File: config.mk
export PLATFORM = sky130hd
export DESIGN_NAME = ugbp_cfg_regs
export DESIGN_NICKNAME = d
export VERILOG_FILES = /design/src/hdl/ugbp_pkg.sv /design/src/hdl/ugbp_cfg_regs.sv
export SDC_FILE = /design/constraint.sdc
export NUM_CORES = 1
export LEC_CHECK = 0
export BUFFER_PORTS_ARGS = -buffer_cell sky130_fd_sc_hd__buf_2
export CELL_PAD_IN_SITES_DETAIL_PLACEMENT = 0
export CELL_PAD_IN_SITES_GLOBAL_PLACEMENT = 2
export CORE_MARGIN = 4
export CORE_UTILIZATION = 36
export CTS_CLUSTER_SIZE = 10
export DETAILED_ROUTE_END_ITERATION = 10
export PLACE_DENSITY = 0.95
export SYNTH_ARGS = -nofsm -noshare
export SYNTH_HDL_FRONTEND = slang
export SYNTH_SLANG_ARGS = --single-unit
export TNS_END_PERCENT = 50
File: constraint.sdc
create_clock -name clk_i -period 2.05 [get_ports clk_i]
set_input_delay 0.205 -clock clk_i [delete_from_list [all_inputs] [get_ports clk_i]]
set_output_delay 0.205 -clock clk_i [all_outputs]
set_load 0.05 [all_outputs]
File: src/hdl/ugbp_pkg.sv
// Package for the uniform-grid broadphase pair finder.
// Holds sizes, payload structs, register indexes and the state encoding.
// No dependencies.
`default_nettype none
package ugbp_pkg;
  localparam int MaxObjects   = 64;
  localparam int GridDim      = 8;
  localparam int CellCapacity = 8;
  localparam int IdW   = $clog2(MaxObjects);
  localparam int DimW  = $clog2(GridDim);
  localparam int CellW = 2 * DimW;
  localparam int SlotW = $clog2(CellCapacity);
  localparam int FillW = SlotW + 1;
  localparam int MemW  = CellW + SlotW;

  localparam logic [2:0] RegOriginX = 3'd0;
  localparam logic [2:0] RegOriginY = 3'd1;
  localparam logic [2:0] RegFarX    = 3'd2;
  localparam logic [2:0] RegFarY    = 3'd3;
  localparam logic [2:0] RegInvCell = 3'd4;
  localparam logic [2:0] RegCols    = 3'd5;
  localparam logic [2:0] RegRows    = 3'd6;

  localparam logic [1:0] StBinned   = 2'd0;
  localparam logic [1:0] StOutside  = 2'd1;
  localparam logic [1:0] StOverflow = 2'd2;

  typedef struct packed {
    logic              frame_start;
    logic [IdW-1:0]    object_id;
    logic signed [31:0] box_min_x;
    logic signed [31:0] box_min_y;
    logic signed [31:0] box_max_x;
    logic signed [31:0] box_max_y;
  } obj_in_t;

  typedef struct packed {
    logic           pair_valid;
    logic [IdW-1:0] id_small;
    logic [IdW-1:0] id_large;
    logic [1:0]     status;
    logic           run_last;
  } pair_out_t;

  typedef enum logic [10:0] {
    S_IDLE  = 11'b00000000001,
    S_CLR   = 11'b00000000010,
    S_IDX   = 11'b00000000100,
    S_MULW  = 11'b00000001000,
    S_CHKR  = 11'b00000010000,
    S_CHKD  = 11'b00000100000,
    S_CELLR = 11'b00001000000,
    S_CELLD = 11'b00010000000,
    S_MEMR  = 11'b00100000000,
    S_MEMD  = 11'b01000000000,
    S_DONE  = 11'b10000000000
  } state_e;
endpackage
`default_nettype wire

File: src/hdl/ugbp_cfg_regs.sv
// APB-style configuration register file of the broadphase block.
// Depends on ugbp_pkg.
`default_nettype none
module ugbp_cfg_regs import ugbp_pkg::*; (
  input  wire logic        clk_i,
  input  wire logic        rst_ni,
  input  wire logic        psel,
  input  wire logic        penable,
  input  wire logic        pwrite,
  input  wire logic [4:0]  paddr,
  input  wire logic [31:0] pwdata,
  output logic [31:0]      prdata,
  output logic             pready,
  output logic signed [31:0] origin_x_o,
  output logic signed [31:0] origin_y_o,
  output logic signed [31:0] far_x_o,
  output logic signed [31:0] far_y_o,
  output logic [31:0]      inv_cell_o,
  output logic [3:0]       cols_o,
  output logic [3:0]       rows_o
);
  logic [31:0] ox_q, oy_q, fx_q, fy_q, inv_q;
  logic [3:0]  cols_q, rows_q;
  logic        wr;
  logic [2:0]  idx;

  assign pready = 1'b1;
  assign wr  = psel && penable && pwrite;
  assign idx = paddr[4:2];

  // Register writes on the access cycle.
  always_ff @(posedge clk_i or negedge rst_ni) begin
    if (!rst_ni) begin
      ox_q <= '0; oy_q <= '0; fx_q <= 32'd6553600; fy_q <= 32'd6553600;
      inv_q <= 32'd655; cols_q <= 4'd1; rows_q <= 4'd1;
    end else if (wr) begin
      case (idx)
        RegOriginX: ox_q <= pwdata;
        RegOriginY: oy_q <= pwdata;
        RegFarX:    fx_q <= pwdata;
        RegFarY:    fy_q <= pwdata;
        RegInvCell: inv_q <= pwdata;
        RegCols:    cols_q <= pwdata[3:0];
        RegRows:    rows_q <= pwdata[3:0];
        default: ;
      endcase
    end
  end

  // Read mux.
  always_comb begin
    case (idx)
      RegOriginX: prdata = ox_q;
      RegOriginY: prdata = oy_q;
      RegFarX:    prdata = fx_q;
      RegFarY:    prdata = fy_q;
      RegInvCell: prdata = inv_q;
      RegCols:    prdata = {28'd0, cols_q};
      RegRows:    prdata = {28'd0, rows_q};
      default:    prdata = '0;
    endcase
  end

  assign origin_x_o = ox_q;
  assign origin_y_o = oy_q;
  assign far_x_o    = fx_q;
  assign far_y_o    = fy_q;
  assign inv_cell_o = inv_q;
  assign cols_o     = cols_q;
  assign rows_o     = rows_q;
endmodule
`default_nettype wire
==> results.md, run 1 <==
- Status: completed
- Total setup buffers inserted after CTS: 0
- Post-route setup slack: around 190 ps
- PortBufs: 239
- Hold Vio Cnt, Final: 0
- Nature of the critical path endpoint: output pin
- WP depth: 4
- Starting Density: between 30% and 40%
- Post-layout nets: approximately 850
- GRT overflow: 0
- Crit path buffers/inverters: 1
- Overall Power: 0.01293 W
- Final core utilization: about 48%
- CP peak stage delay: approximately 540 ps
- Initial antenna violation count: 0
- RSZ-0062 raised after global routing: no
- Final TNS setup: 0 ps
- Synthesized area: about 0.008 sq mm
- CTS tree: built
- Reg-to-Reg End: origin_x_o[16]
- N_diodes: 0
- Reg clk slew, reported paths: 60 ps
- Synth Net Count: roughly 610
- Flops & latches, synth: 168
- Die height: approximately 160 um
- CTS Buf Count: 17
- Final antenna-violating net count: 0
- Hold_sp: pwdata[28]
- Max-cap violation count: 0
- Worst reg2reg path depth: 1
- Slew Limit Fails: 0
- 1st-iter DRT viols: ~160
- Boundary Pins: 243
- Hold Path Class: in -> reg
- # fillers: about 1,900
- CP arrival: approximately 1700 ps
- H-tree depth: 4
- Worst Path Required: roughly 1900 ps
- Wire per inst: roughly 20 um
- Area Overhead vs Synth: 30.61%
- Die W: 155.3 um
- Hold Path End: inv_cell_o[28]
- Fin crit share: between 90 and 100%
- Register area share after synthesis: between 50% and 60%
- Critical-path cell list: mux2i_1 -> o21ai_0 -> o21a_1 -> buf_2
- Post-synthesis compound-gate area fraction: 8.421%
- Worst-Skew Late Latency: between 400 and 500 ps
- Gp weighted congestion: about 0.77
- Clk buf depth: 2
- Final count of negative-setup-slack endpoints: 0
- GRT Util Overall: around 18%
- Power density cells: ~1300 mW/mm^2
- Startpoint types: flip-flop
- Most common cell after layout, fill and taps aside: buf_2
- Reg-to-reg startpoint: origin_x_o[16]
- DRC Markers: 0
- Top Family by Delay on Critical Path: flip-flops
- Largest net degree at the start of global routing: 55
- Tmin final: 1859 ps
- Layout cells sized above 1: ~60%
- Vias per cell: ~5
- Crit. Startpoint: far_y_o[21]
- R2R Setup Slk: 1240 ps
- Crit Path Class: reg -> out
- First-pass GRT wire length: between 30,000 and 40,000 um
- Worst VDD drop: about 600 uV
- Die area: between 0.02 and 0.025 sq mm
- Leak pwr: between 5 and 6 nW
- DR pass1 iterations: 4
- CP max-delay cell: dfstp_2
- Clk sinks: approximately 170
- Root Driver: clkbuf_16
- Synth Area in Adders: 0%
- Yosys cell types: 27
- Largest family of logic cells by synthesized area: multiplexers
- WHS Path Cells: 2
- Synth warn: 0
- Simple-Gate Fraction of Synth Area: 1.857%
- Commonest non-fill, non-tap cells in the layout: buf_2 (235), mux2_2 (166), dfrtp_1 (154)
- Post-synthesis mux area share: 32.85%
- Via count: between 5,000 and 6,000
- Cts repair resizes: 0
- Crit-path max FO: 3
- Gate Count Post-Synth: around 570
- Dpl ws: approximately 300 ps
- Core area: 0.02115 sq mm
- # rows: between 50 and 60
- Peak Freq: 538.0 MHz
- Hpwl dp: roughly 15,000 um
- Mean post-synth cell area: roughly 14 sq um
- Vias in the first global route: ~6,000
- Setup Skew: 0 ps
- Routed wire length: 21,390 um
- Post-synthesis xor/xnor area fraction: 0%
[layout make-up]
class	instances	area, sq um	area share, %
clock inverter	11	220.2	2.157
clock buffer	21	450.4	4.413
tap	275	344.1	3.371
sequential	168	4222	41.36
multi-input combinational	352	3413	33.44
timing repair buffer	265	1558	15.26
[sequential cells by signal, indices dropped and copies added, names as in the netlist]
signal      count
cols_o          4
origin_y_o     32
origin_x_o     32
far_x_o        32
inv_cell_o     32
rows_o          4
far_y_o        32
[logic make-up (layout without fill, tap and decap cells)]
family                 count (synthesis)  after routing
AND/OR/NAND/NOR                       24             24
multiplexers                         235            235
buffers and inverters                 45            297
other                                  1              1
flip-flops                           168            168
AO/OA/AOI/OAI                         92             92
[Yosys cell counts (all sizes together)]
cell type | count | area [sq um]
nand2 | 1 | 3.750
a32o | 1 | 10.01
mux2i | 63 | 630.6
buf | 26 | 147.6
o21ai | 31 | 155.2
nor2b | 1 | 6.260
dfstp | 14 | 367.9
conb | 1 | 3.750
a2bb2oi | 1 | 8.760
nor3 | 4 | 20.02
o2bb2ai | 27 | 236.5
a21oi | 1 | 5.000
clkbuf | 19 | 71.32
or3 | 2 | 12.51
mux2 | 172 | 1937
nor2 | 8 | 30.03
dfrtp | 154 | 3854
nand4 | 1 | 6.260
a221o | 4 | 40.04
nand2b | 2 | 12.51
nand3b | 4 | 30.03
nand4b | 1 | 23.77
o21a | 27 | 202.7
[routing by layer]
layer / GRT usage [%] / wire length (um)
met3: 5.452 / 1484
met5: 0 / 0
met2: 29.65 / 10410
met4: 5.294 / 316
met1: 22.41 / 9174
[worst max path at each step]
stage                     to
2_1_floorplan     prdata[18]
3_3_place_gp       prdata[2]
3_5_place_dp   origin_y_o[7]
4_1_cts           prdata[21]
5_1_grt           prdata[21]
6_report          prdata[21]
[report_power, final]
| part | internal [W] | switching [W] | total (W) |
|---|---|---|---|
| clock | 0.00233 | 0.00131 | 0.00364 |
| sequential | 0.00401 | 0.000497 | 0.00451 |
| combinational | 0.00128 | 0.00350 | 0.00478 |
[per-stage QoR]
step                      hold slack, ps  area, sq um  std cells
final                              69.54        10210       1092
after global routing               50.76        10210       1092
after CTS                          51.56        10210       1092
after detailed placement           161.7         9527       1059
after global placement             163.9         9527       1059
after floorplan                   -90.59         7821        565
[timing repair]
| action | 4_1_cts | 5_1_grt |
|---|---|---|
| hold buffers | 1 | 0 |
| endpoints found under the setup margin | 0 | 0 |
| endpoints found under the hold margin | 31 | 0 |
(Power assumes the default switching activity.)
==> inputs of run 2 (changes only) <==
--- a/config.mk
+++ b/config.mk
@@ -8,6 +8,7 @@
 export BUFFER_PORTS_ARGS = -buffer_cell sky130_fd_sc_hd__buf_2
 export CELL_PAD_IN_SITES_DETAIL_PLACEMENT = 0
 export CELL_PAD_IN_SITES_GLOBAL_PLACEMENT = 2
+export CORE_ASPECT_RATIO = 1.5
 export CORE_MARGIN = 4
 export CORE_UTILIZATION = 36
 export CTS_CLUSTER_SIZE = 10
==> results.md, run 2 (synthesized netlist as in run 1, its figures left out) <==
- Hold Path Class: in -> reg
- Hold Vio Cnt, Final: 0 (unchanged)
- Clk buf depth: 2 (unchanged)
- Reg-to-reg startpoint: origin_x_o[16]
- Hold_sp: pwdata[22]
- Area Overhead vs Synth: 30.00%
- GRT overflow: 0 (unchanged)
- Reg-to-Reg End: origin_x_o[16]
- Reg clk slew, reported paths: 70 ps (about the same)
- WHS Path Cells: 2 (unchanged)
- R2R Setup Slk: 1230 ps (about the same)
- Worst reg2reg path depth: 1 (unchanged)
- Slew headroom: between 60 and 70%
- Clk sinks: 168 (unchanged)
- Gp weighted congestion: 0.8008 (+4.1%)
- # rows: 65 (+23%)
- Power density cells: 1261 mW/mm^2 (-0.41%)
- Crit Path Class: reg -> out
- Final core utilization: 47.86% (-0.39 points)
- Slew Limit Fails: 0 (unchanged)
- Top Family by Delay on Critical Path: flip-flops
- CP max-delay cell: dfstp_2
- Worst hold margin: 51.91 ps (-17.63 ps)
- Fin crit share: 90.76% (about the same)
- DRC Markers: 0 (unchanged)
- Worst-Skew Late Latency: 420 ps (about the same)
- Total setup buffers inserted after CTS: 0 (unchanged)
- RSZ-0062 raised after global routing: no
- Starting Density: 36.82% (-0.13 points)
- Placed cell count: 1,052 (-0.66%)
- CTS tree: built
- Largest net degree at the start of global routing: 68 (+24%)
- Hold Path End: origin_x_o[22]
- Vias in the first global route: 5,975 (+2.3%)
- Final count of negative-setup-slack endpoints: 0 (unchanged)
- Die height: 188.5 um (+21%)
- Post-layout nets: 846 (unchanged)
- Crit. Startpoint: far_y_o[21]
- Final TNS setup: 0 ps (unchanged)
- Tmin final: 1861 ps (+1.740 ps)
- Startpoint types: flip-flop
- First-pass GRT wire length: 34,820 um (+3.3%)
- Root Driver: clkbuf_16
- DR pass1 iterations: 4 (unchanged)
- 1st-iter DRT viols: 171 (+8.2%)
- Hpwl dp: 15,690 um (+5.1%)
- Cts repair resizes: 0 (unchanged)
- Final antenna-violating net count: 0 (unchanged)
- Status: completed
- Worst Path Required: 1850 ps (about the same)
- PortBufs: 239 (unchanged)
- Vias per cell: 5.191 (+1.6%)
- Setup Skew: 0 ps (unchanged)
- Layout cells sized above 1: 59.24% (+0.37 points)
- # hold bufs at CTS: 1 (unchanged)
- Die area: 0.02418 sq mm (+0.20%)
- Critical-path cell list: mux2i_1 -> o21ai_0 -> o21a_1 -> buf_2
- Leak pwr: 5.060 nW (-0.38%)
- Commonest non-fill, non-tap cells in the layout: buf_2 (237), mux2_2 (166), dfrtp_1 (154)
- Post-route setup slack: 189.5 ps (-1.740 ps)
- Max-cap violation count: 0 (unchanged)
- Boundary Pins: 243 (unchanged)
- Die W: 128.3 um (-17%)
- GRT Util Overall: 18.58% (+0.77 points)
- Initial antenna violation count: 1 (+1)
- Most common cell after layout, fill and taps aside: buf_2
- Crit-path max FO: 3 (unchanged)
- Crit path buffers/inverters: 1 (unchanged)
- Nature of the critical path endpoint: output pin
- CP arrival: 1660 ps (about the same)
- Dpl ws: 211.8 ps (-87.19 ps)
- Actual slew at the worst max-slew pin: between 500 and 600 ps
- Wire per inst: 20.35 um (+3.9%)
- CTS Buf Count: 17 (unchanged)
- Peak Freq: 537.5 MHz (about the same)
- Via count: 5,637 (+1.0%)
- Core area: 0.02123 sq mm (+0.34%)
- Non-Filler Instances: 1,086 (-0.55%)
- Worst VDD drop: 799.4 uV (+36%)
- CP peak stage delay: 550 ps (about the same)
- Routed wire length: 22,100 um (+3.3%)
- H-tree depth: 4 (unchanged)
==> run 2: final cells by class <==
class                           instances  area, sq um
Timing Repair Buffer                  265         1540
Clock buffer                           18        439.2
Tap cell                              268        335.3
Multi-Input combinational cell        352         3413
Sequential cell                       168         4222
Antenna cell                            1        2.502
Fill cell                            1953        11070
Clock inverter                         14        207.7
==> run 2: where the power goes <==
group	switching (W)	internal (W)	total, W
sequential	0.000503	0.00401	0.00451
combinational	0.00352	0.00127	0.00479
clock	0.00140	0.00211	0.00351
==> run 2: metrics by stage <==
step	power [W]	cell area, sq um
global placement	0.009340	9500
floorplan	0.008105	7821
global route	0.01339	10160
detailed placement	0.009410	9500
finish	0.01281	10160
CTS	0.01297	10160
==> run 2: worst max-delay path by stage <==
| stage | slack (ps) | depth (start not counted) | endpoint |
|---|---|---|---|
| 2_1_floorplan | 300 | 6 | prdata[18] |
| 3_3_place_gp | 220 | 6 | prdata[0] |
| 3_5_place_dp | 210 | 6 | prdata[0] |
| 4_1_cts | 140 | 4 | prdata[3] |
| 5_1_grt | 90 | 4 | prdata[3] |
| 6_report | 190 | 4 | prdata[21] |
==> run 2: layer usage <==
metal | vias up | GRT usage (%) | wire length (um)
met2 | 154 | 34.24 | 12250
li1 | 2563 | - | -
met3 | 21 | 4.112 | 1012
met5 | - | 0 | 0
met4 | 0 | 6.413 | 511
met1 | 2899 | 20.72 | 8322
==> inputs of run 3 (changes only) <==
--- a/config.mk
+++ b/config.mk
@@ -5,12 +5,13 @@
 export SDC_FILE = /design/constraint.sdc
 export NUM_CORES = 1
 export LEC_CHECK = 0
+export ABC_AREA = 1
 export BUFFER_PORTS_ARGS = -buffer_cell sky130_fd_sc_hd__buf_2
 export CELL_PAD_IN_SITES_DETAIL_PLACEMENT = 0
 export CELL_PAD_IN_SITES_GLOBAL_PLACEMENT = 2
 export CORE_ASPECT_RATIO = 1.5
 export CORE_MARGIN = 4
-export CORE_UTILIZATION = 36
+export CORE_UTILIZATION = 32
 export CTS_CLUSTER_SIZE = 10
 export DETAILED_ROUTE_END_ITERATION = 10
 export PLACE_DENSITY = 0.95
==> results.md, run 3 <==
- EDFF count, synth: 0 (unchanged)
- Die W: 140.5 um (+9.5%)
- CP arrival: 1590 ps (-70 ps)
- Crit Path Class: reg -> out
- Routed wire length: 30,660 um (+39%)
- First-pass GRT wire length: 47,260 um (+36%)
- PortBufs: 239 (unchanged)
- Max-cap violation count: 0 (unchanged)
- Mean post-synth cell area: 7.976 sq um (-42%)
- Via count: 8,077 (+43%)
- CP max-delay cell: dfstp_2
- Vias in the first global route: 7,855 (+31%)
- Worst Path Required: 1850 ps (about the same)
- Starting Density: 32.61% (-4.2 points)
- Critical-path cell list: nand4_1 -> nand2_1 -> nor2_1 -> nand2_1 -> buf_2
- Synth warn: 0 (unchanged)
- H-tree depth: 4 (unchanged)
- Wire per inst: 18.93 um (-7.0%)
- Register area share after synthesis: 50.07% (-3.9 points)
- Clk sinks: 168 (unchanged)
- Status: completed
- Worst VDD drop: 598.9 uV (-25%)
- # fillers: 2,677 (+37%)
- Commonest non-fill, non-tap cells in the layout: nand2_1 (405), buf_2 (237), dfrtp_1 (154)
- Area contributors post-synth: dfrtp_1 (46%), nand2_1 (18%), o21ai_0 (7.1%), nand4_1 (5.3%), dfstp_2 (4.4%)
- Synth Area in Adders: 0% (unchanged)
- Flops & latches, synth: 168 (unchanged)
- Power density cells: 1213 mW/mm^2 (-3.8%)
- Slew Limit Fails: 0 (unchanged)
- Total setup buffers inserted after CTS: 0 (unchanged)
- Startpoint types: flip-flop
- Post-synthesis compound-gate area fraction: 10.82% (+2.4 points)
- Synth Net Count: 1,099 (+81%)
- Root Driver: clkbuf_16
- Crit-path max FO: 3 (unchanged)
- GRT Util Overall: 21.03% (+2.4 points)
- Yosys cell types: 24 (-11%)
- CTS Buf Count: 17 (unchanged)
- GRT overflow: 0 (unchanged)
- Most common cell after layout, fill and taps aside: nand2_1
- Gate Count Post-Synth: 1,057 (+87%)
- DR pass1 iterations: 5 (+1)
- Slew headroom: 60.30% (-2.5 points)
- CTS tree: built
- Die height: 206.8 um (+9.7%)
- Area Overhead vs Synth: 26.67%
- Core area: 0.02585 sq mm (+22%)
- Vias per cell: 4.986 (-3.9%)
- WP depth: 5 (+1)
- Final count of negative-setup-slack endpoints: 0 (unchanged)
- WHS Path Cells: 3 (+1)
- Post-synth ARST share: 100.0% (unchanged)
- Peak Freq: 557.7 MHz (+3.8%)
- Final TNS setup: 0 ps (unchanged)
- Ys flop type: dfrtp_1
- Worst reg2reg path depth: 2 (+1)
- Synthesized area: 0.008431 sq mm (+7.9%)
- Post-layout nets: 1,316 (+56%)
- Nature of the critical path endpoint: output pin
- Setup Skew: 0 ps (unchanged)
- Largest family of logic cells by synthesized area: simple AND/OR/NAND/NOR gates
- Worst hold margin: 18.83 ps (-33.08 ps)
- Hpwl dp: 20,620 um (+31%)
- Reg clk slew, reported paths: 70 ps (about the same)
- Met1 Use GR: 25.24% (+4.5 points)
- Layout cells sized above 1: 27.27% (-32 points)
- Overall Power: 0.01295 W (+1.1%)
- Most common cell in the netlist: nand2_1
- Simple-Gate Fraction of Synth Area: 30.57% (+29 points)
- Post-synthesis mux area share: 0% (-33 points)
- Leading area contributor after synthesis: dfrtp_1
- Post-synthesis xor/xnor area fraction: 0% (unchanged)
- Clk buf depth: 2 (unchanged)
- Crit path buffers/inverters: 1 (unchanged)
- Initial antenna violation count: 0 (-1)
- DRC Markers: 0 (unchanged)
- Die area: 0.02906 sq mm (+20%)
- Synth top area share: 45.71% (-3.6 points)
- CP peak stage delay: 550 ps (about the same)
- Largest net degree at the start of global routing: 65 (-4.4%)
- N_diodes: 0 (-1)
- Met3 GRT Util: 3.711% (-0.40 points)
- RSZ-0062 raised after global routing: no
- Critical path's most frequent cell: nand2_1
- Actual slew at the worst max-slew pin: 595.6 ps (+37.60 ps)
- # rows: 72 (+11%)
- Gp weighted congestion: 0.8126 (+1.5%)
- Synth cell count leaders: nand2_1 (405), dfrtp_1 (154), o21ai_0 (119)
- Leak pwr: 5.910 nW (+17%)
- Final antenna-violating net count: 0 (unchanged)
- Fin crit share: 87.46% (-3.3 points)
- Worst-Skew Late Latency: 440 ps (+20 ps)
- Top Family by Delay on Critical Path: flip-flops
- Hold Path Class: in -> reg
- Most Crowded Layer GR: met2
- 1st-iter DRT viols: 572 (+230%)
- GRT met2 Usage: 38.25% (+4.0 points)
- Tmin final: 1793 ps (-67.54 ps)
- Boundary Pins: 243 (unchanged)
- Final core utilization: 41.30% (-6.6 points)
- Hold Vio Cnt, Final: 0 (unchanged)
## run 3: worst paths after layout
kind | slack (ps) | start | to
min reg2reg | 490 | far_x_o[22] | far_x_o[22]
min in group asynchronous | 280 | rst_ni | origin_y_o[27]
max in group asynchronous | 1010 | rst_ni | cols_o[0]
max reg2reg | 1280 | far_y_o[21] | far_y_o[21]
max | 260 | far_y_o[21] | prdata[21]
min | 20 | pwdata[22] | far_y_o[22]
## run 3: layout make-up
class                      instances  area [sq um]  share of cell area (%)
tap                              333         416.7                   3.902
clock buffer                      21         450.4                   4.218
inverter                          44         167.7                   1.570
sequential                       168          4222                   39.53
clock inverter                    11         244.0                   2.285
multi-input combinational        763          3493                   32.71
timing repair buffer             280          1685                   15.78
## run 3: kinds of logic (layout without fill, tap and decap cells)
logic type	count (synthesis)	in the layout
simple gates	594	594
compound gates	168	168
flops	168	168
buf+inv	126	356
other cells	1	1
## run 3: through the flow
step	instances	setup WS, ps	area, sq um
after floorplan	1057	474.0	8431
after global placement	1579	261.3	9894
after detailed placement	1579	247.5	9894
after CTS	1620	236.8	10680
after global routing	1620	170.8	10680
final	1620	257.0	10680
## run 3: where the power goes
group	switching [W]	internal, W	leakage (nW)
clock network	0.00139	0.00245	0.332
registers	0.000520	0.00397	2.14
logic	0.00370	0.000922	3.43
## run 3: routing by layer
layer / share of wire, % / wire (um)
met3: 5.6 / 1711
met4: 2.0 / 605
met2: 53 / 16200
met5: 0 / 0
met1: 40 / 12140
## run 3: worst reg2reg max path, cell delays in order (launching register included)
cell,delay (ps)
dfstp_2,550
o21ai_0,80
nand2_1,80
## run 3: timing repair
item	in CTS	in global routing
resized for setup	0	0
hold buffers	9	0
endpoints found under the hold margin	56	0
